--- src/hw/rtl/mlsc_pkg.sv ---
// Shared types, constants and register codes for the m-sequence sliding correlator.
package mlsc_pkg;

   // Sequence length and datapath widths.
   localparam int DEGREE     = 10;
   localparam int SEQ_LEN    = (1 << DEGREE) - 1;
   localparam int LFSR_W     = 10;
   localparam int SAMPLE_W   = 16;
   localparam int SUM_W      = SAMPLE_W + DEGREE;
   localparam int FRAC_W     = 32;
   localparam int RECIP_W    = 33 - DEGREE;
   localparam int PROD_W     = SUM_W + RECIP_W + 1;
   localparam int QUOT_W     = PROD_W - FRAC_W;
   localparam int CSR_IDX_W  = 1;
   localparam int CSR_DATA_W = LFSR_W;

   // Reciprocal of the sequence length with 32 fractional bits, rounded to nearest.
   localparam longint unsigned RECIP = ((64'd1 << FRAC_W) + SEQ_LEN / 2) / SEQ_LEN;

   // Register reset values.
   localparam logic [LFSR_W-1:0] MASK_RESET = LFSR_W'(576);
   localparam logic [LFSR_W-1:0] SEED_RESET = LFSR_W'(1);

   // Register indexes on the configuration port.
   typedef enum logic [CSR_IDX_W-1:0] {
      CSR_LFSR_MASK = 1'b0,
      CSR_LFSR_SEED = 1'b1
   } csr_index_type;

   // One complex input sample; also the contents of one window cell.
   typedef struct packed {
      logic signed [SAMPLE_W-1:0] sample_re;
      logic signed [SAMPLE_W-1:0] sample_im;
   } req_payload_type;

   // One normalized complex correlation result.
   typedef struct packed {
      logic signed [SAMPLE_W-1:0] corr_re;
      logic signed [SAMPLE_W-1:0] corr_im;
   } rsp_payload_type;

   // Controls for the sample ring.
   typedef struct packed {
      logic shift;
      logic load_new;
   } chain_ctrl_type;

   // Controls for the chip generator.
   typedef struct packed {
      logic load;
      logic step;
   } lfsr_ctrl_type;

endpackage

--- src/hw/rtl/mlsc_scale.sv ---
// Scaling by 1/L: registered multiply by the reciprocal, then rounding and saturation.
module mlsc_scale
   import mlsc_pkg::*;
(
   input  logic                    clock,
   input  logic                    load,
   input  logic signed [SUM_W-1:0] sum_re,
   input  logic signed [SUM_W-1:0] sum_im,
   output rsp_payload_type         scaled
);

   localparam logic signed [RECIP_W:0]    RECIP_S    = {1'b0, RECIP_W'(RECIP)};
   localparam logic signed [PROD_W-1:0]   ROUND_HALF =
      {{(QUOT_W){1'b0}}, 1'b1, {(FRAC_W-1){1'b0}}};
   localparam logic signed [QUOT_W-1:0]   QUOT_MAX   = QUOT_W'((1 << (SAMPLE_W-1)) - 1);
   localparam logic signed [QUOT_W-1:0]   QUOT_MIN   = QUOT_W'(-(1 << (SAMPLE_W-1)));

   logic signed [PROD_W-1:0] prod_re_ff;
   logic signed [PROD_W-1:0] prod_im_ff;
   logic signed [PROD_W-1:0] prod_re_in;
   logic signed [PROD_W-1:0] prod_im_in;

   // Round to nearest with ties upward, then clamp to the 16-bit range.
   function automatic logic signed [SAMPLE_W-1:0] round_sat(
      input logic signed [PROD_W-1:0] prod
   );
      logic signed [PROD_W-1:0] biased;
      logic signed [QUOT_W-1:0] quot;
      biased = prod + ROUND_HALF;
      quot   = biased[PROD_W-1:FRAC_W];
      if (quot > QUOT_MAX) begin
         return QUOT_MAX[SAMPLE_W-1:0];
      end else if (quot < QUOT_MIN) begin
         return QUOT_MIN[SAMPLE_W-1:0];
      end
      return quot[SAMPLE_W-1:0];
   endfunction

   // Exact products of the sums and the fixed-point reciprocal.
   assign prod_re_in = PROD_W'(sum_re) * PROD_W'(RECIP_S);
   assign prod_im_in = PROD_W'(sum_im) * PROD_W'(RECIP_S);

   always_ff @(posedge clock) begin
      if (load) begin
         prod_re_ff <= prod_re_in;
         prod_im_ff <= prod_im_in;
      end
   end

   assign scaled.corr_re = round_sat(prod_re_ff);
   assign scaled.corr_im = round_sat(prod_im_ff);

endmodule

--- config.mk ---
export PLATFORM = sky130hd
export DESIGN_NAME = mlsc_scale
export DESIGN_NICKNAME = d
export VERILOG_FILES = /design/src/hw/rtl/mlsc_pkg.sv /design/src/hw/rtl/mlsc_scale.sv
export SDC_FILE = /design/constraint.sdc
export NUM_CORES = 1
export LEC_CHECK = 0
export BUFFER_PORTS_ARGS = -buffer_cell sky130_fd_sc_hd__buf_2
export CAP_MARGIN = 10
export CELL_PAD_IN_SITES_DETAIL_PLACEMENT = 0
export CELL_PAD_IN_SITES_GLOBAL_PLACEMENT = 2
export CORE_MARGIN = 2
export CORE_UTILIZATION = 39
export DETAILED_ROUTE_END_ITERATION = 12
export PLACE_DENSITY_LB_ADDON = 0.1
export SLEW_MARGIN = 20
export SYNTH_ARGS = -nofsm -noshare
export SYNTH_HDL_FRONTEND = slang
export SYNTH_SLANG_ARGS = --single-unit
--- constraint.sdc ---
create_clock -name clock -period 6.2 [get_ports clock]
set_input_delay 0.93 -clock clock [delete_from_list [all_inputs] [get_ports clock]]
set_output_delay 0.93 -clock clock [all_outputs]
set_load 0.05 [all_outputs]
Yosys cells after proc, flatten, opt, wreduce, memory -nomap -nowiden --
Index checks and enable logic that the tools add are counted. W data, S select, Z words.
Storage, ports and cells: flip-flop bits (word level) 96, output and inout bits 32, bits of input ports 54, logic and storage cells 20
Operators by class: multiply operators 2, magnitude comparators 4, add/sub/neg operators 2, mux-type cells 10
Operators by type and width (count):
- $add A50 B33 Y50 const B | 2
- $mul A26 B22 Y48 const B | 2
- $mux W16 | 6
- $gt A18 B16 Y1 const B | 2
- $lt A18 B16 Y1 const B | 2
- $mux W1 | 4

Logic depth before layout (Yosys ltp) --
depth in word-level cells 5, mapped depth 17, depth with buffers taken out 15

Worst setup path after synthesis --
OpenSTA, ideal clock, no wires.
path type input to register, from in sum_im[25], to reg prod_im_ff[49] (data pin), stages on the path 17, path slack 0.636 ns, library setup time 0.170 ns, arrival time 5.394 ns, buffers on the path 3, cells stage by stage clkbuf_1 > buf_1 > clkinv_1 > fa_1 > inv_1 > ha_1 > ha_1 > ha_1 > buf_6 > a21o_1 > a21o_1 > a21o_1 > a211o_1 > a21oi_4 > a2111oi_4 > o311a_1 > a311oi_2
On the way: cells in the longest elaborated chain, start to end 1
RTL lines:
- start, declared | RTL line mlsc_scale.sv:8 | input logic signed [SUM_W-1:0] sum_im,
- $mul A26 B22 Y48 | RTL line mlsc_scale.sv:41 | assign prod_im_in = PROD_W'(sum_im) * PROD_W'(RECIP_S);
- named net prod_im_in[49] | RTL line mlsc_scale.sv:21 | logic signed [PROD_W-1:0] prod_im_in;
- end signal, assigned | RTL line mlsc_scale.sv:46 | prod_im_ff <= prod_im_in;
- end, declared | RTL line mlsc_scale.sv:19 | logic signed [PROD_W-1:0] prod_im_ff;
The timed path passes the listed nets, and every way through them passes these cells. A chain may end at the register's enable or synchronous reset.

Final worst setup path --
from in sum_re[12], to reg prod_re_ff[41] (data pin)
On the way: cells in the longest elaborated chain, start to end 1
RTL lines:
- start, declared | RTL line mlsc_scale.sv:7 | input logic signed [SUM_W-1:0] sum_re,
- $mul A26 B22 Y48 | RTL line mlsc_scale.sv:40 | assign prod_re_in = PROD_W'(sum_re) * PROD_W'(RECIP_S);
- named net prod_re_in[41] | RTL line mlsc_scale.sv:20 | logic signed [PROD_W-1:0] prod_re_in;
- end signal, assigned | RTL line mlsc_scale.sv:45 | prod_re_ff <= prod_re_in;
- end, declared | RTL line mlsc_scale.sv:18 | logic signed [PROD_W-1:0] prod_re_ff;
The timed path passes the listed nets, and every way through them passes these cells.

==> results.cfg <==
[power]
seqPwrFrac_pct = 20.1
total_power_mw = 2.74
static_leak_nw = 4.76
switchingPower_mw = 1.43
p_sw_share_pct = 52.2
power_frac_clock_pct = 8.5
combinationalPowerShare_pct = 71.4
cell_internal_pwr_mw = 1.31
powerDensity_nw_per_um2 = 294
irDropWorstVdd_mv = 0.146

[grt]
grt_antenna_before_repair = 1
first_global_vias = 6364
grt_overflow = 0
overall_global_routing_usage_pct = 16.6
wire_length_of_the_first_global_routing_pass_um = 30900
grt_start_max_net_pins = 39

[yosys]
post_synth_xor_area_fraction_pct = 11.2
yosys-mux-area-fraction_pct = 0.236
netlist_instances = 905
synth.net_count = 1249
synth_simple_gate_area_share_pct = 9.35
dominantRegCellSynth = sky130_fd_sc_hd__edfxtp_1
postSynthRegisterBits = 38
synth-edff-count = 38
avgSynthCellArea_sq_um = 9.36
largest_family_of_logic_cells_by_synthesized_area = adder cells
synth-async-reset-ratio_pct = 0
synth.lib_cells_used.distinct = 61
synth_fa_ha_area_share_pct = 45.2
yosysSeqAreaShare_pct = 13.5
synth_compound_gate_area_share_pct = 15.6
synth.yosys.warnings = 0
synthesis.area_sq_um = 8470

[sta]
timing_hold_violations_final = 0
period_utilization_post_route_pct = 77.3
tightest_slew_ps = 814
setup_ws_ps = 1400
maximum_frequency_from_static_timing_analysis_ghz = 0.209
fin_crit_ps = 4800
setup_viol = 0
fin_hold_ws_ps = 1280
slew_headroom_pct = 45.6
finalSetupTns_ps = 0
rsz0062_at_grt = no
slew_violations = 0

[floorplanning]
die-area_sq_um = 22900
design.core.area_sq_um = 21200
vertical_die_dimension_um = 151
rows = 53
die_w_um = 151
pin_count = 86
initial_core_util_pct = 40.0

[routing]
drc = 0
wirelength_met1_um = 10200
firstDrtPassIters = 4
routed_via_density = 5.09
topRoutingLayerUsed = met5
num_vias = 6418
detail_route_met2_wl_um = 7080
first_iter_violations = 217
detail_route_met3_wl_um = 573
detail_route.wl_per_cell_um = 14.2
route.antenna.remaining_nets = 0
route.final.wire_length_um = 17900

[clocking]
post_cts_resized = 0
cts.path.max_buffers = 2
cts_made_buffers = 5
clkSinkCount = 38
number_of_buffers_added_to_fix_hold_violations_after_cts = 0
post-cts-setup-buffer-count = 0
clock_tree_from_tritoncts = done
clkTransAtPathRegs_ps = 50
cts_root_buffer = sky130_fd_sc_hd__clkbuf_16
cts_htree_levels = 2

[outcome]
status = complete, no violations

[placement]
post-place-cells = 1253
place_ws_ps = 1100
hpwl_um = 16000
placedInstanceArea_sq_um = 9200
port_buffers = 85
gp_congestion = 0.814

[final_layout]
mostFrequentLayoutCell = sky130_fd_sc_hd__ha_1
final_cells = 1261
ant_cells = 0
layout_common_cells = sky130_fd_sc_hd__ha_1 (264), sky130_fd_sc_hd__inv_1 (93), sky130_fd_sc_hd__buf_2 (85)
stdcell_area_sq_um = 9340
nets = 1329
area_growth_syn_to_layout_pct = 10.3
final_core_util_pct = 44.1
share_of_final_layout_standard_cells_stronger_than_drive_strength_1_pct = 11.3

[critical_path]
worst_ep_required_time_ps = 6220
timing_worst_setup_path_type = in -> reg
endpoint = prod_re_ff[41]$_DFFE_PP_
worst_setup_end_kind = flop
crit_path_arrival_time_ps = 4820
critPathLaunch = sum_re[12]
start_kind = input pin
worst-path-max-fanout = 6

[job]
maxCapViolations = 0

[worst_hold_path]
hold_path_class = in -> reg
-- cell type report --
cell class,count,area (sq um)
Sequential cell,38,1140
Multi-Input combinational cell,756,6900
Tap cell,275,344
Fill cell,2132,11800
Timing Repair Buffer,90,463
Clock inverter,3,11.3
Clock buffer,5,125
Inverter,94,353
-- critical path, stage by stage --
cell	delay [ps]
sky130_fd_sc_hd__buf_2	110
sky130_fd_sc_hd__ha_1	290
sky130_fd_sc_hd__inv_1	60
sky130_fd_sc_hd__fa_1	500
sky130_fd_sc_hd__inv_1	40
sky130_fd_sc_hd__ha_1	290
sky130_fd_sc_hd__ha_1	300
sky130_fd_sc_hd__ha_1	300
sky130_fd_sc_hd__nand4_1	120
sky130_fd_sc_hd__a2111oi_0	630
sky130_fd_sc_hd__nand4_1	160
sky130_fd_sc_hd__o211ai_1	290
sky130_fd_sc_hd__a211oi_2	210
sky130_fd_sc_hd__a21oi_2	290
sky130_fd_sc_hd__a21boi_0	160
sky130_fd_sc_hd__xnor2_1	140
-- worst min path at each step --
stage,from,to,slack [ps],cells after the start
final,load,prod_im_ff[49]$_DFFE_PP_,1280,1
after detailed placement,load,prod_im_ff[49]$_DFFE_PP_,1590,1
after global placement,load,prod_im_ff[49]$_DFFE_PP_,1590,1
after floorplan,load,prod_im_ff[31]$_DFFE_PP_,1040,0
after CTS,load,prod_im_ff[49]$_DFFE_PP_,1300,1
after global routing,load,prod_im_ff[49]$_DFFE_PP_,1340,1
-- cells by family after synthesis --
logic type	count (synthesis)
adders and majority gates	290
DFF	38
xor gates and xnor gates	108
and+or+nand+nor	163
buffers and inverters	111
AOI/OAI and AO/OA	193
muxes	2
-- power by group through the flow --
stage	Sequential [mW]	Combinational, mW	Clock, mW
6_report	0.551	1.96	0.233
4_1_cts	0.551	1.99	0.239
5_1_grt	0.568	2.22	0.248
2_1_floorplan	0.518	1.54	0
3_5_place_dp	0.555	1.97	0
3_3_place_gp	0.553	1.99	0
-- sequential cells by signal, summed over array words and instances (netlist names) --
name        cells
prod_im_ff     19
prod_re_ff     19
-- cells in the mapped netlist, types with 12 or more instances --
master	instances	share of area (%)
sky130_fd_sc_hd__nand2_1	48	2.1
sky130_fd_sc_hd__nand4_1	16	1.2
sky130_fd_sc_hd__fa_1	26	6.1
sky130_fd_sc_hd__clkbuf_1	12	0.53
sky130_fd_sc_hd__a21o_1	24	2.1
sky130_fd_sc_hd__and3_1	16	1.2
sky130_fd_sc_hd__nor2_1	37	1.6
sky130_fd_sc_hd__o21ai_0	69	4.1
sky130_fd_sc_hd__xor2_1	25	2.6
sky130_fd_sc_hd__ha_1	264	39
sky130_fd_sc_hd__a21oi_1	31	1.8
sky130_fd_sc_hd__inv_1	93	4.1
sky130_fd_sc_hd__xnor2_1	83	8.6
sky130_fd_sc_hd__edfxtp_1	38	13
sky130_fd_sc_hd__nand3_1	21	1.2
-- layer usage --
layer | track usage (%) | up-vias
li1 | - | 3425
met5 | 0 | -
met2 | 24.6 | 81
met1 | 26.4 | 2902
met4 | 2.24 | 2
met3 | 1.39 | 8
Power figures use the tool's default switching activity.
