$ cat config.mk
export PLATFORM = sky130hd
export DESIGN_NAME = mlsc_lfsr
export DESIGN_NICKNAME = d
export VERILOG_FILES = /design/src/hw/rtl/mlsc_pkg.sv /design/src/hw/rtl/mlsc_lfsr.sv
export SDC_FILE = /design/constraint.sdc
export NUM_CORES = 1
export LEC_CHECK = 0
export BUFFER_PORTS_ARGS = -buffer_cell sky130_fd_sc_hd__buf_2
export CORE_ASPECT_RATIO = 1.2
export CORE_MARGIN = 2
export CORE_UTILIZATION = 40
export CTS_CLUSTER_DIAMETER = 200
export DETAILED_ROUTE_END_ITERATION = 12
export HOLD_SLACK_MARGIN = 0.05
export PLACE_DENSITY_LB_ADDON = 0.25
export SYNTH_ARGS = -nofsm -noshare
export SYNTH_HDL_FRONTEND = slang
export SYNTH_SLANG_ARGS = --single-unit
$ cat constraint.sdc
create_clock -name clock -period 2.4 [get_ports clock]
set_input_delay 0.48 -clock clock [delete_from_list [all_inputs] [get_ports clock]]
set_output_delay 0.48 -clock clock [all_outputs]
set_load 0.05 [all_outputs]
$ cat src/hw/rtl/mlsc_pkg.sv
// Shared types, constants and register codes for the m-sequence sliding correlator.
package mlsc_pkg;

   // Sequence length and datapath widths.
   localparam int DEGREE     = 10;
   localparam int SEQ_LEN    = (1 << DEGREE) - 1;
   localparam int LFSR_W     = 10;
   localparam int SAMPLE_W   = 16;
   localparam int SUM_W      = SAMPLE_W + DEGREE;
   localparam int FRAC_W     = 32;
   localparam int RECIP_W    = 33 - DEGREE;
   localparam int PROD_W     = SUM_W + RECIP_W + 1;
   localparam int QUOT_W     = PROD_W - FRAC_W;
   localparam int CSR_IDX_W  = 1;
   localparam int CSR_DATA_W = LFSR_W;

   // Reciprocal of the sequence length with 32 fractional bits, rounded to nearest.
   localparam longint unsigned RECIP = ((64'd1 << FRAC_W) + SEQ_LEN / 2) / SEQ_LEN;

   // Register reset values.
   localparam logic [LFSR_W-1:0] MASK_RESET = LFSR_W'(576);
   localparam logic [LFSR_W-1:0] SEED_RESET = LFSR_W'(1);

   // Register indexes on the configuration port.
   typedef enum logic [CSR_IDX_W-1:0] {
      CSR_LFSR_MASK = 1'b0,
      CSR_LFSR_SEED = 1'b1
   } csr_index_type;

   // One complex input sample; also the contents of one window cell.
   typedef struct packed {
      logic signed [SAMPLE_W-1:0] sample_re;
      logic signed [SAMPLE_W-1:0] sample_im;
   } req_payload_type;

   // One normalized complex correlation result.
   typedef struct packed {
      logic signed [SAMPLE_W-1:0] corr_re;
      logic signed [SAMPLE_W-1:0] corr_im;
   } rsp_payload_type;

   // Controls for the sample ring.
   typedef struct packed {
      logic shift;
      logic load_new;
   } chain_ctrl_type;

   // Controls for the chip generator.
   typedef struct packed {
      logic load;
      logic step;
   } lfsr_ctrl_type;

endpackage

$ cat src/hw/rtl/mlsc_lfsr.sv
// Galois LFSR that regenerates the reference chips, one chip per step.
module mlsc_lfsr
   import mlsc_pkg::*;
(
   input  logic              clock,
   input  lfsr_ctrl_type     ctrl,
   input  logic [LFSR_W-1:0] mask,
   input  logic [LFSR_W-1:0] seed,
   output logic              chip
);

   logic [LFSR_W-1:0] state_ff;
   logic [LFSR_W-1:0] state_in;

   // Emit the low bit, shift right, and fold in the mask when that bit was one.
   always_comb begin
      state_in = state_ff;
      if (ctrl.load) begin
         state_in = seed;
      end else if (ctrl.step) begin
         state_in = (state_ff >> 1) ^ (state_ff[0] ? mask : '0);
      end
   end

   always_ff @(posedge clock) begin
      state_ff <= state_in;
   end

   assign chip = state_ff[0];

endmodule

**Yosys cells after proc, flatten, opt, wreduce, memory -nomap -nowiden**

Index checks and enable logic that the tools add are counted.

- Mux-type cells: 3
- Bitwise operators: 1
- Reduce and logical (&&, ||, !) cells: 1

Operator list:

| cell | number |
|---|---|
| two-way mux 10 bit | 3 |
| bitwise XOR 9 x 10 -> 10 bit | 1 |
| nonzero test 2 bit | 1 |

- Bits in registers: 10
- Logic and storage cells: 6

**Logic depth before layout (Yosys ltp)**

Gate-level depths: netlist of the first run.

- Word-level depth: 4
- Mapped depth: 4
- Depth with buffers taken out: 2

**Least setup slack after synthesis of the first run**

OpenSTA, ideal clock, no wires.

- Path kind: register to register
- Start point: reg state_ff[0]
- End point: reg state_ff[7] (data pin)
- Library setup time: 261 ps
- Arrival: 1245 ps
- Data required time: 2139 ps
- Path slack: 895 ps
- Stages on the path, launching flop included: 4
- Buffers on the path: 1
- Path through: edfxtp_1 > buf_6 > nand2_1 > a221o_1

- Cells in the longest elaborated chain, start to end: 4

RTL lines:

| what | RTL line | text |
|---|---|---|
| start, declared | mlsc_lfsr.sv:12 | `logic [LFSR_W-1:0] state_ff;` |
| start signal, assigned | mlsc_lfsr.sv:26 | `state_ff <= state_in;` |
| two-way mux 10 bit | mlsc_lfsr.sv:21 | `state_in = (state_ff >> 1) ^ (state_ff[0] ? mask : '0);` |
| bitwise XOR 9 x 10 -> 10 bit | mlsc_lfsr.sv:21 |  |
| two-way mux 10 bit | mlsc_lfsr.sv:20 | `end else if (ctrl.step) begin` |
| two-way mux 10 bit | mlsc_lfsr.sv:18 | `if (ctrl.load) begin` |
| via state_in[7] | mlsc_lfsr.sv:13 | `logic [LFSR_W-1:0] state_in;` |

The timed path passes the listed nets, and every way through them passes these cells. The select of a mux whose other input is x is not followed.
A chain may end at the register's enable or synchronous reset.

**Worst setup path in the final report of the first run**

- Start point: reg state_ff[0]
- End point: out chip

RTL lines:

| what | RTL line | text |
|---|---|---|
| end, declared | mlsc_lfsr.sv:9 | `output logic chip` |

No word-level cell between the ends.

==> metrics.yaml, run 1 <==
outcome: "complete, no violations"
gp_congestion: 0.6349
final_cell_mix: "23 x buf_2, 11 x nand2_1, 10 x edfxtp_1, 9 x a221o_1"
cp.arrival_ns: 1.31
num-fill-cells: 163
synth_warnings: 0
antenna_cells: 0
antenna_found_initial: 0
syn-mean-instance-area_um2: 12.16
ant_nets: 0
power.leakage_nw: 0.3418
max_slew_margin_pct: 64.21
fmaxAchievable_mhz: 558.9
grt_pass1_wl_mm: 1.876
maxCapViolCount: 0
hold_viol_final: 0
irDropWorstVdd_v: 0.0002762
routed_wl_mm: 1.195
critical-path-top-delay-family: "flip-flops"
routedWlPerCell_um: 12.71
report.final.setup_viol: 0
ios: 24
grt.overflow.total: 0
cts-root-buf: "clkbuf_4"
dieArea_um2: 1984
ys_seq_elements: 10
largest_reg_flops: 10
clk_pin_slew_ns: 0.06
vias_per_cell: 5.532
finalNetCount: 101
worst_slew_pin_slew_ns: 0.5369
cp_slowest_stage_delay_ns: 0.69
start_kind: "register"
area_delta_synth_final_pct: 17.52
period_share_pct: 74.56
netlist_area_um2: 656.9
dieHeight_um: 48.39
numPortBuffers: 23
cp.required_ns: 1.92
end_kind: "primary output"
ctsHoldBuffers: 0
drv_slew: 0
drc: 0
htreeDepth: 1
reg.largest.list: "state_ff (10)"
worstPathCellList: "buf_2"
powerDensity_nw_per_um2: 558.9
final_common_cell: "buf_2"
drive_gt1_share_pct: 36.84
row_count: 16
power_mw: 0.4315
worstSetupPathType: "register to primary output"
grt_pass1_vias: 473
floorplan.initialDensity_pct: 41.53
synthCells: 54
firstDrtPassIters: 4
hold_class: "input pin to register"
post-cts-setup-buffer-count: 0
slowest_stage: "edfxtp_1"
cts_buffers: 3
die_w_um: 41.00
cts_buffer_depth: 2
largest_register: "state_ff"
rsz0062_at_grt: "false"
core_area_um2: 1582
vias: 520
insertion_delay_ns: 0.26
synth.net_count: 77
grt_max_degree: 31
drt_iter0_drc: 8
worst-path-buf-inv: 1
fin_tns_setup_ns: 0
postCtsResizedCells: 0
clock_sinks: 10
fin_crit_ns: 1.789
grt.total_usage_pct: 14.11
ys_types: 10
yosysSeqAreaShare_pct: 45.71
fin_worst_skew_ns: 0.003379
tritoncts: "yes"
cp_max_fo: 20
dpl.hpwl_um: 841.2
==> per-stage QoR <==
| stage | cells | utilization (%) | cell area [um^2] | hold WS [ns] | setup WS, ns |
|---|---|---|---|---|---|
| floorplan | 54 | - | 656.9 | 0.6563 | 0.8946 |
| global placement | 91 | 47.39 | 749.5 | 0.6713 | 0.7471 |
| detailed placement | 91 | 47.39 | 749.5 | 0.6886 | 0.7106 |
| CTS | 94 | 48.81 | 772.0 | 0.4919 | 0.5820 |
| global route | 94 | 48.81 | 772.0 | 0.5138 | 0.4942 |
| finish | 94 | 48.81 | 772.0 | 0.5004 | 0.6107 |
==> worst paths after layout <==
kind / start / endpoint / slack (ns) / cells after the start
worst min register to register: state_ff[5] / state_ff[4] / 0.71 / 2
worst max register to register: state_ff[0] / state_ff[1] / 0.94 / 2
worst max-delay path: state_ff[0] / chip / 0.61 / 1
worst min-delay path: seed[9] / state_ff[9] / 0.50 / 3
==> cell families after synthesis <==
group                  Yosys count  share of synthesized area, %
AO/OA/AOI/OAI                   10                         14.48
buffers and inverters            4                         6.857
flip-flops                      10                         45.71
AND/OR/NAND/NOR                 30                         32.95
==> final cells by class <==
type                            count  area, um^2  area share [%]
Tap cell                           18       22.52           2.917
Clock buffer                        3       22.52           2.917
Sequential cell                    10       300.3           38.90
Timing Repair Buffer               23       115.1           14.91
Multi-Input combinational cell     40       311.5           40.36
==> synthesized netlist by cell type (all sizes together) <==
library cell  number  area, um^2
a221o              9       90.09
and4bb             8       100.1
and2b              1       8.760
o21ai              1       5.000
nor4bb             1       10.01
buf                4       45.04
nor2b              8       50.05
nand2             11       41.29
or2                1       6.260
edfxtp            10       300.3
==> power by group <==
part           internal, mW  switching [mW]  leakage (nW)
Clock                0.0576          0.0511        0.0138
Sequential            0.219          0.0171         0.105
Combinational        0.0494          0.0371         0.223
==> layer usage <==
layer,part of all wire (%),vias to the layer above,global-route usage (%)
li1,-,261,-
met1,46,242,16.92
met2,48,15,20.31
met3,5.1,2,5.505
met4,1.2,0,8.333
met5,0,-,0
(Power assumes the default switching activity.)
==> inputs of run 2 (changes only) <==
Settings changed: ABC_AREA set to 1.
Clock period 2.4 ns to 1.6 ns, I/O delays scaled along.
==> run 2 against run 1 <==
  * Die area grew 10%
  * Combinational power grew 110%
  * Via count grew 13%
  * Synthesized cell count grew 50%
  * Hold slack lost 0.17 ns
  * Critical path depth grew 1
  * Clock power grew 60%
  * Flip-flop and latch count is the same
  * Area after synthesis grew 11%
  * Worst setup slack lost 0.40 ns
  * Sequential share of layout area shrank 4.6 points
  * Critical endpoint unchanged
  * Wire length grew 11%
==> metrics.yaml, run 2 <==
num-fill-cells: 173  # +6.1%
ys_types: 12  # +2
drt_iter0_drc: 2  # -6
final_cells: 125  # +33%
reg.largest.list: "state_ff (10)"
cp_max_fo: 10  # -50%
ios: 24  # unchanged
grt.total_usage_pct: 14.44  # +0.33 points
vias_per_cell: 4.688  # -15%
placed_area_um2: 848.3  # +13%
cts-root-buf: "clkbuf_4"
synth_xor_area_share_pct: 0  # unchanged
grt_pass1_wl_mm: 2.311  # +23%
synthSimpleGateAreaFrac_pct: 47.01  # +14 points
setup_slack_ns: 0.2093  # -0.4014 ns
fin_tns_setup_ns: 0  # unchanged
synth_ff_type: "edfxtp_1"
dieArea_um2: 2190  # +10%
rsz0062_at_grt: "false"
worstSetupPathType: "register to primary output"
final_common_cell: "nand2_1"
tritoncts: "yes"
grt_util_met1_pct: 15.96  # -0.96 points
max_slew_margin_pct: 83.61  # +19 points
ctsHoldBuffers: 0  # unchanged
synthCells: 81  # +50%
cp.arrival_ns: 1.07  # -0.24 ns
report.final.setup_viol: 0  # unchanged
firstDrtPassIters: 2  # -2
core_area_um2: 1682  # +6.3%
hp-start: "seed[4]"
fin_crit_ns: 1.391
critical-path-top-delay-family: "buffers and inverters"
grtUsageMet2_pct: 25.51  # +5.2 points
ys_seq_elements: 10  # unchanged
synth_top_area_share_pct: 41.03  # -4.7 points
cts_buffers: 3  # unchanged
floorplan.initialDensity_pct: 43.53  # +2.0 points
powerDensity_nw_per_um2: 801.9  # +43%
async_flop_share_pct: 0  # unchanged
fin_worst_skew_ns: 0.001587  # -0.001792 ns
cts_buffer_depth: 2  # unchanged
cp.required_ns: 1.28  # -0.64 ns
htreeDepth: 1  # unchanged
clk_pin_slew_ns: 0.07  # about the same
insertion_delay_ns: 0.26  # about the same
start_kind: "register"
finalNetCount: 131  # +30%
ys_top_cells_by_count: "37 x nand2_1, 17 x nand3_2, 10 x edfxtp_1"
ant_nets: 0  # unchanged
power.leakage_nw: 0.4473  # +31%
cp_slowest_stage_delay_ns: 0.34  # -0.35 ns
routed_wl_mm: 1.324  # +11%
synth_top_cell_by_area: "edfxtp_1"
hold_class: "input pin to register"
outcome: "complete, no violations"
yosys-top-cells-area: "edfxtp_1 41%, nand3_2 23%, nand2_1 19%"
place_inst: 121  # +33%
worst_slew_pin_slew_ns: 0.2475  # -0.2894 ns
grt_pass1_vias: 569  # +20%
vias: 586  # +13%
crit_start: "state_ff[0]"
drc: 0  # unchanged
grt_use_met3_pct: 3.180  # -2.3 points
row_count: 16  # unchanged
antenna_cells: 0  # unchanged
muxShareOfSynthArea_pct: 0  # unchanged
postLayoutCellArea_um2: 874.6  # +13%
largest_reg_flops: 10  # unchanged
r2r-start: "state_ff[0]"
grt_max_degree: 13  # -58%
grt.overflow.total: 0  # unchanged
antenna_found_initial: 0  # unchanged
routedWlPerCell_um: 10.59  # -17%
worst-path-buf-inv: 2  # +1
area_delta_synth_final_pct: 19.49
synthAdderAreaFrac_pct: 0  # unchanged
dpl.hpwl_mm: 1.066  # +27%
gp_congestion: 0.7131  # +12%
post-synth-top-count-cell: "nand2_1"
fmaxAchievable_mhz: 719.1
final_cell_mix: "37 x nand2_1, 23 x buf_2, 17 x nand3_2, 10 x edfxtp_1, 9 x inv_1"
syn-mean-instance-area_um2: 9.036  # -26%
top_usage_layer: "met2"
clock_sinks: 10  # unchanged
worstPathCellList: "buf_4 > buf_2"
power_mw: 0.7013  # +63%
hold_viol_final: 0  # unchanged
yosysSeqAreaShare_pct: 41.03  # -4.7 points
synth-edff-count: 10  # unchanged
pre_cts_ws_ns: 0.3959  # -0.3147 ns
die_w_um: 43.05  # +5.0%
netlist_area_um2: 732.0  # +11%
fin_util_pct: 52.01  # +3.2 points
synth_compound_area_share_pct: 0  # -14 points
fin_hold_ws_ns: 0.3302  # -0.1702 ns
numPortBuffers: 23  # unchanged
dieHeight_um: 50.86  # +5.1%
post-cts-setup-buffer-count: 0  # unchanged
largest_register: "state_ff"
period_share_pct: 86.92
maxCapViolCount: 0  # unchanged
synth.net_count: 104  # +35%
postCtsResizedCells: 0  # unchanged
synth_warnings: 0  # unchanged
drv_slew: 0  # unchanged
slowest_stage: "edfxtp_1"
irDropWorstVdd_v: 0.0004501  # +63%
drive_gt1_share_pct: 45.79  # +9.0 points
end_kind: "primary output"
synth_top_family_by_area: "simple AND/OR/NAND/NOR gates"
-- run 2: logic make-up after synthesis --
kind of cell / count (synthesis)
buffers and inverters: 13
DFF: 10
and+or+nand+nor: 58
-- run 2: power breakdown --
part / switching (mW) / total (mW) / internal [mW]
Combinational: 0.104 / 0.179 / 0.0755
Sequential: 0.0212 / 0.348 / 0.327
Clock: 0.0839 / 0.174 / 0.0899
Total: 0.209 / 0.701 / 0.492
-- run 2: final cells by class --
cell class | instances | area [um^2] | share of cell area, %
inverters | 10 | 51.30 | 5.866
well taps | 18 | 22.52 | 2.575
clock buffers | 3 | 22.52 | 2.575
repair buffers | 25 | 130.1 | 14.88
clock inverters | 1 | 3.754 | 0.4292
multi-input cells | 58 | 344.1 | 39.34
flip-flops and latches | 10 | 300.3 | 34.33
-- run 2: path summary, 6_finish.rpt --
kind | to | cells past startpoint | slack [ns]
max | chip | 2 | 0.21
min | state_ff[4] | 3 | 0.33
max reg2reg | state_ff[4] | 5 | 0.56
min reg2reg | state_ff[0] | 4 | 0.69
-- run 2: tightest hold or removal path: stages --
cell     delay, ns
buf_2         0.08
nand2_1       0.04
nand2_1       0.05
-- run 2: per-layer routing --
metal | share of wire [%] | vias to the layer above | routed length (um)
met3 | 4.8 | 2 | 63
met2 | 54 | 15 | 710
met4 | 1.1 | 0 | 15
li1 | - | 314 | -
met5 | 0 | - | 0
met1 | 40 | 255 | 535
==> inputs of run 3 (changes only) <==
Settings changed: CELL_PAD_IN_SITES_DETAIL_PLACEMENT set to 0, CELL_PAD_IN_SITES_GLOBAL_PLACEMENT set to 1, CORE_UTILIZATION 40 to 32, GPL_TIMING_DRIVEN set to 0.
==> run 3 against run 2 <==
  * Design area rose by 4.1%
  * Clock-buffer cell count did not move
  * Power rose by 2.5%
  * First-iteration DRC count rose to 5.0 times the previous value
  * Wire length rose by 9.3%
  * Register-to-register slack got worse by 0.06 ns
  * Final cell count rose by 10%
  * Clock skew rose by 0.0038 ns
  * Global-route usage fell by 1.5 points
==> metrics.yaml, run 3 (synthesis results as in run 2) <==
post-cts-setup-buffer-count: 0  # unchanged
numPortBuffers: 23  # unchanged
hold_class: "input pin to register"
critPathCapture: "chip"
holdPathStages: 3  # unchanged
rrSetupSlack_ns: 0.50  # -0.06 ns
finalNetCount: 132  # +0.76%
drive_gt1_share_pct: 46.30  # +0.50 points
drc: 0  # unchanged
outcome: "complete, no violations"
final_common_cell: "nand2_1"
rsz0062_at_grt: "false"
die_w_um: 47.66  # +11%
final_cell_mix: "37 x nand2_1, 24 x buf_2, 17 x nand3_2, 10 x edfxtp_1, 9 x inv_1"
rr_endpoint: "state_ff[8]"
dpl.hpwl_mm: 1.075  # +0.89%
grt_max_degree: 11  # -2
cts-root-buf: "clkbuf_4"
antenna_cells: 0  # unchanged
maxCapViolCount: 0  # unchanged
postCtsResizedCells: 0  # unchanged
clk_pin_slew_ns: 0.07  # about the same
grt.total_usage_pct: 12.94  # -1.5 points
power_mw: 0.7189  # +2.5%
clock_sinks: 10  # unchanged
worst-path-buf-inv: 1  # -1
vias_per_cell: 4.370  # -6.8%
routed_wl_mm: 1.447  # +9.3%
row_count: 18  # +2
fin_util_pct: 43.03  # -9.0 points
antenna_found_initial: 0  # unchanged
gp_congestion: 0.6616  # -7.2%
max_slew_margin_pct: 82.50  # -1.1 points
power.leakage_nw: 0.4569  # +2.1%
fin_hold_ws_ns: 0.3215  # -0.008696 ns
powerDensity_nw_per_um2: 789.3  # -1.6%
end_kind: "primary output"
hold_viol_final: 0  # unchanged
start_kind: "register"
cp.arrival_ns: 0.90  # -0.17 ns
largest_reg_flops: 10  # unchanged
report.final.setup_viol: 0  # unchanged
grt_pass1_vias: 564  # -0.88%
ant_nets: 0  # unchanged
floorplan.initialDensity_pct: 34.57  # -9.0 points
fin_tns_setup_ns: 0  # unchanged
cts_buffer_depth: 2  # unchanged
ctsHoldBuffers: 0  # unchanged
ff2ff_path_depth: 5  # unchanged
largest_register: "state_ff"
firstDrtPassIters: 3  # +1
fin_worst_skew_ns: 0.005349  # +0.003761 ns
cp_slowest_stage_delay_ns: 0.36  # +0.02 ns
insertion_delay_ns: 0.26  # about the same
worst_slew_pin_slew_ns: 0.2625  # +0.01493 ns
period_share_pct: 76.46  # -10 points
worst-path-stages: 1  # -1
vias: 603  # +2.9%
grt.overflow.total: 0  # unchanged
dieArea_um2: 2688  # +23%
tritoncts: "yes"
reg.largest.list: "state_ff (10)"
drv_slew: 0  # unchanged
critical-path-top-delay-family: "flip-flops"
dieHeight_um: 56.39  # +11%
worstPathCellList: "buf_2"
num-fill-cells: 245  # +42%
ios: 24  # unchanged
area_delta_synth_final_pct: 24.44
core_area_um2: 2117  # +26%
crit_start: "state_ff[0]"
fin_crit_ns: 1.223  # -0.1674 ns
r2r-start: "state_ff[0]"
worstSetupPathType: "register to primary output"
slowest_stage: "edfxtp_1"
irDropWorstVdd_v: 0.0003236  # -28%
routedWlPerCell_um: 10.49  # -1.0%
cts_buffers: 3  # unchanged
fmaxAchievable_mhz: 817.5  # +14%
drt_iter0_drc: 10  # +8
cp_max_fo: 2  # -8
cp.required_ns: 1.28  # about the same
grt_pass1_wl_mm: 2.463  # +6.6%
htreeDepth: 1  # unchanged
-- run 3: changes by cell type in the layout (fill, tap and decap cells not counted) --
| cell | delta |
|---|---|
| buf_4 | -2 |
| buf_12 | +1 |
| buf_2 | +1 |
| buf_6 | +1 |
-- run 3: worst register-to-register path, delay by kind of cell (launching register included) --
family,cells,cell delay (ns)
buffers and inverters,2,0.31
AND/OR/NAND/NOR,3,0.18
flip-flops,1,0.36
-- run 3: layout make-up --
class	instances	area (um^2)	share of cell area [%]
Buffer	3	36.28	3.984
Tap cell	30	37.54	4.121
Inverter	10	51.30	5.632
Sequential cell	10	300.3	32.97
Multi-Input combinational cell	58	344.1	37.77
Clock inverter	1	3.754	0.4121
Timing Repair Buffer	23	115.1	12.64
Clock buffer	3	22.52	2.473
-- run 3: worst min path at each step --
stage	from	endpoint	slack (ns)
after CTS	seed[5]	state_ff[5]	0.32
final	seed[3]	state_ff[3]	0.32
after detailed placement	seed[8]	state_ff[8]	0.60
after global routing	seed[2]	state_ff[2]	0.32
after floorplan	seed[8]	state_ff[8]	0.50
after global placement	seed[9]	state_ff[9]	0.59
-- run 3: through the flow --
| step | cells | setup slack [ns] | area (um^2) |
|---|---|---|---|
| after floorplan | 81 | 0.2142 | 732.0 |
| after global placement | 134 | 0.4690 | 884.6 |
| after detailed placement | 134 | 0.4570 | 884.6 |
| after CTS | 138 | 0.3635 | 910.9 |
| after global routing | 138 | 0.3315 | 910.9 |
| final | 138 | 0.3767 | 910.9 |
-- run 3: power breakdown --
part	internal, mW	switching, mW	leakage, nW	total [mW]
Combinational	0.0856	0.107	0.338	0.193
Sequential	0.327	0.0198	0.104	0.347
Clock	0.0901	0.0897	0.0154	0.180
Total	0.502	0.217	0.457	0.719
-- run 3: per-layer routing --
layer / routed length [um] / track usage (%)
met1: 592 / 16.16
met2: 756 / 19.88
met3: 65 / 2.894
met4: 34 / 6.950
met5: 0 / 0
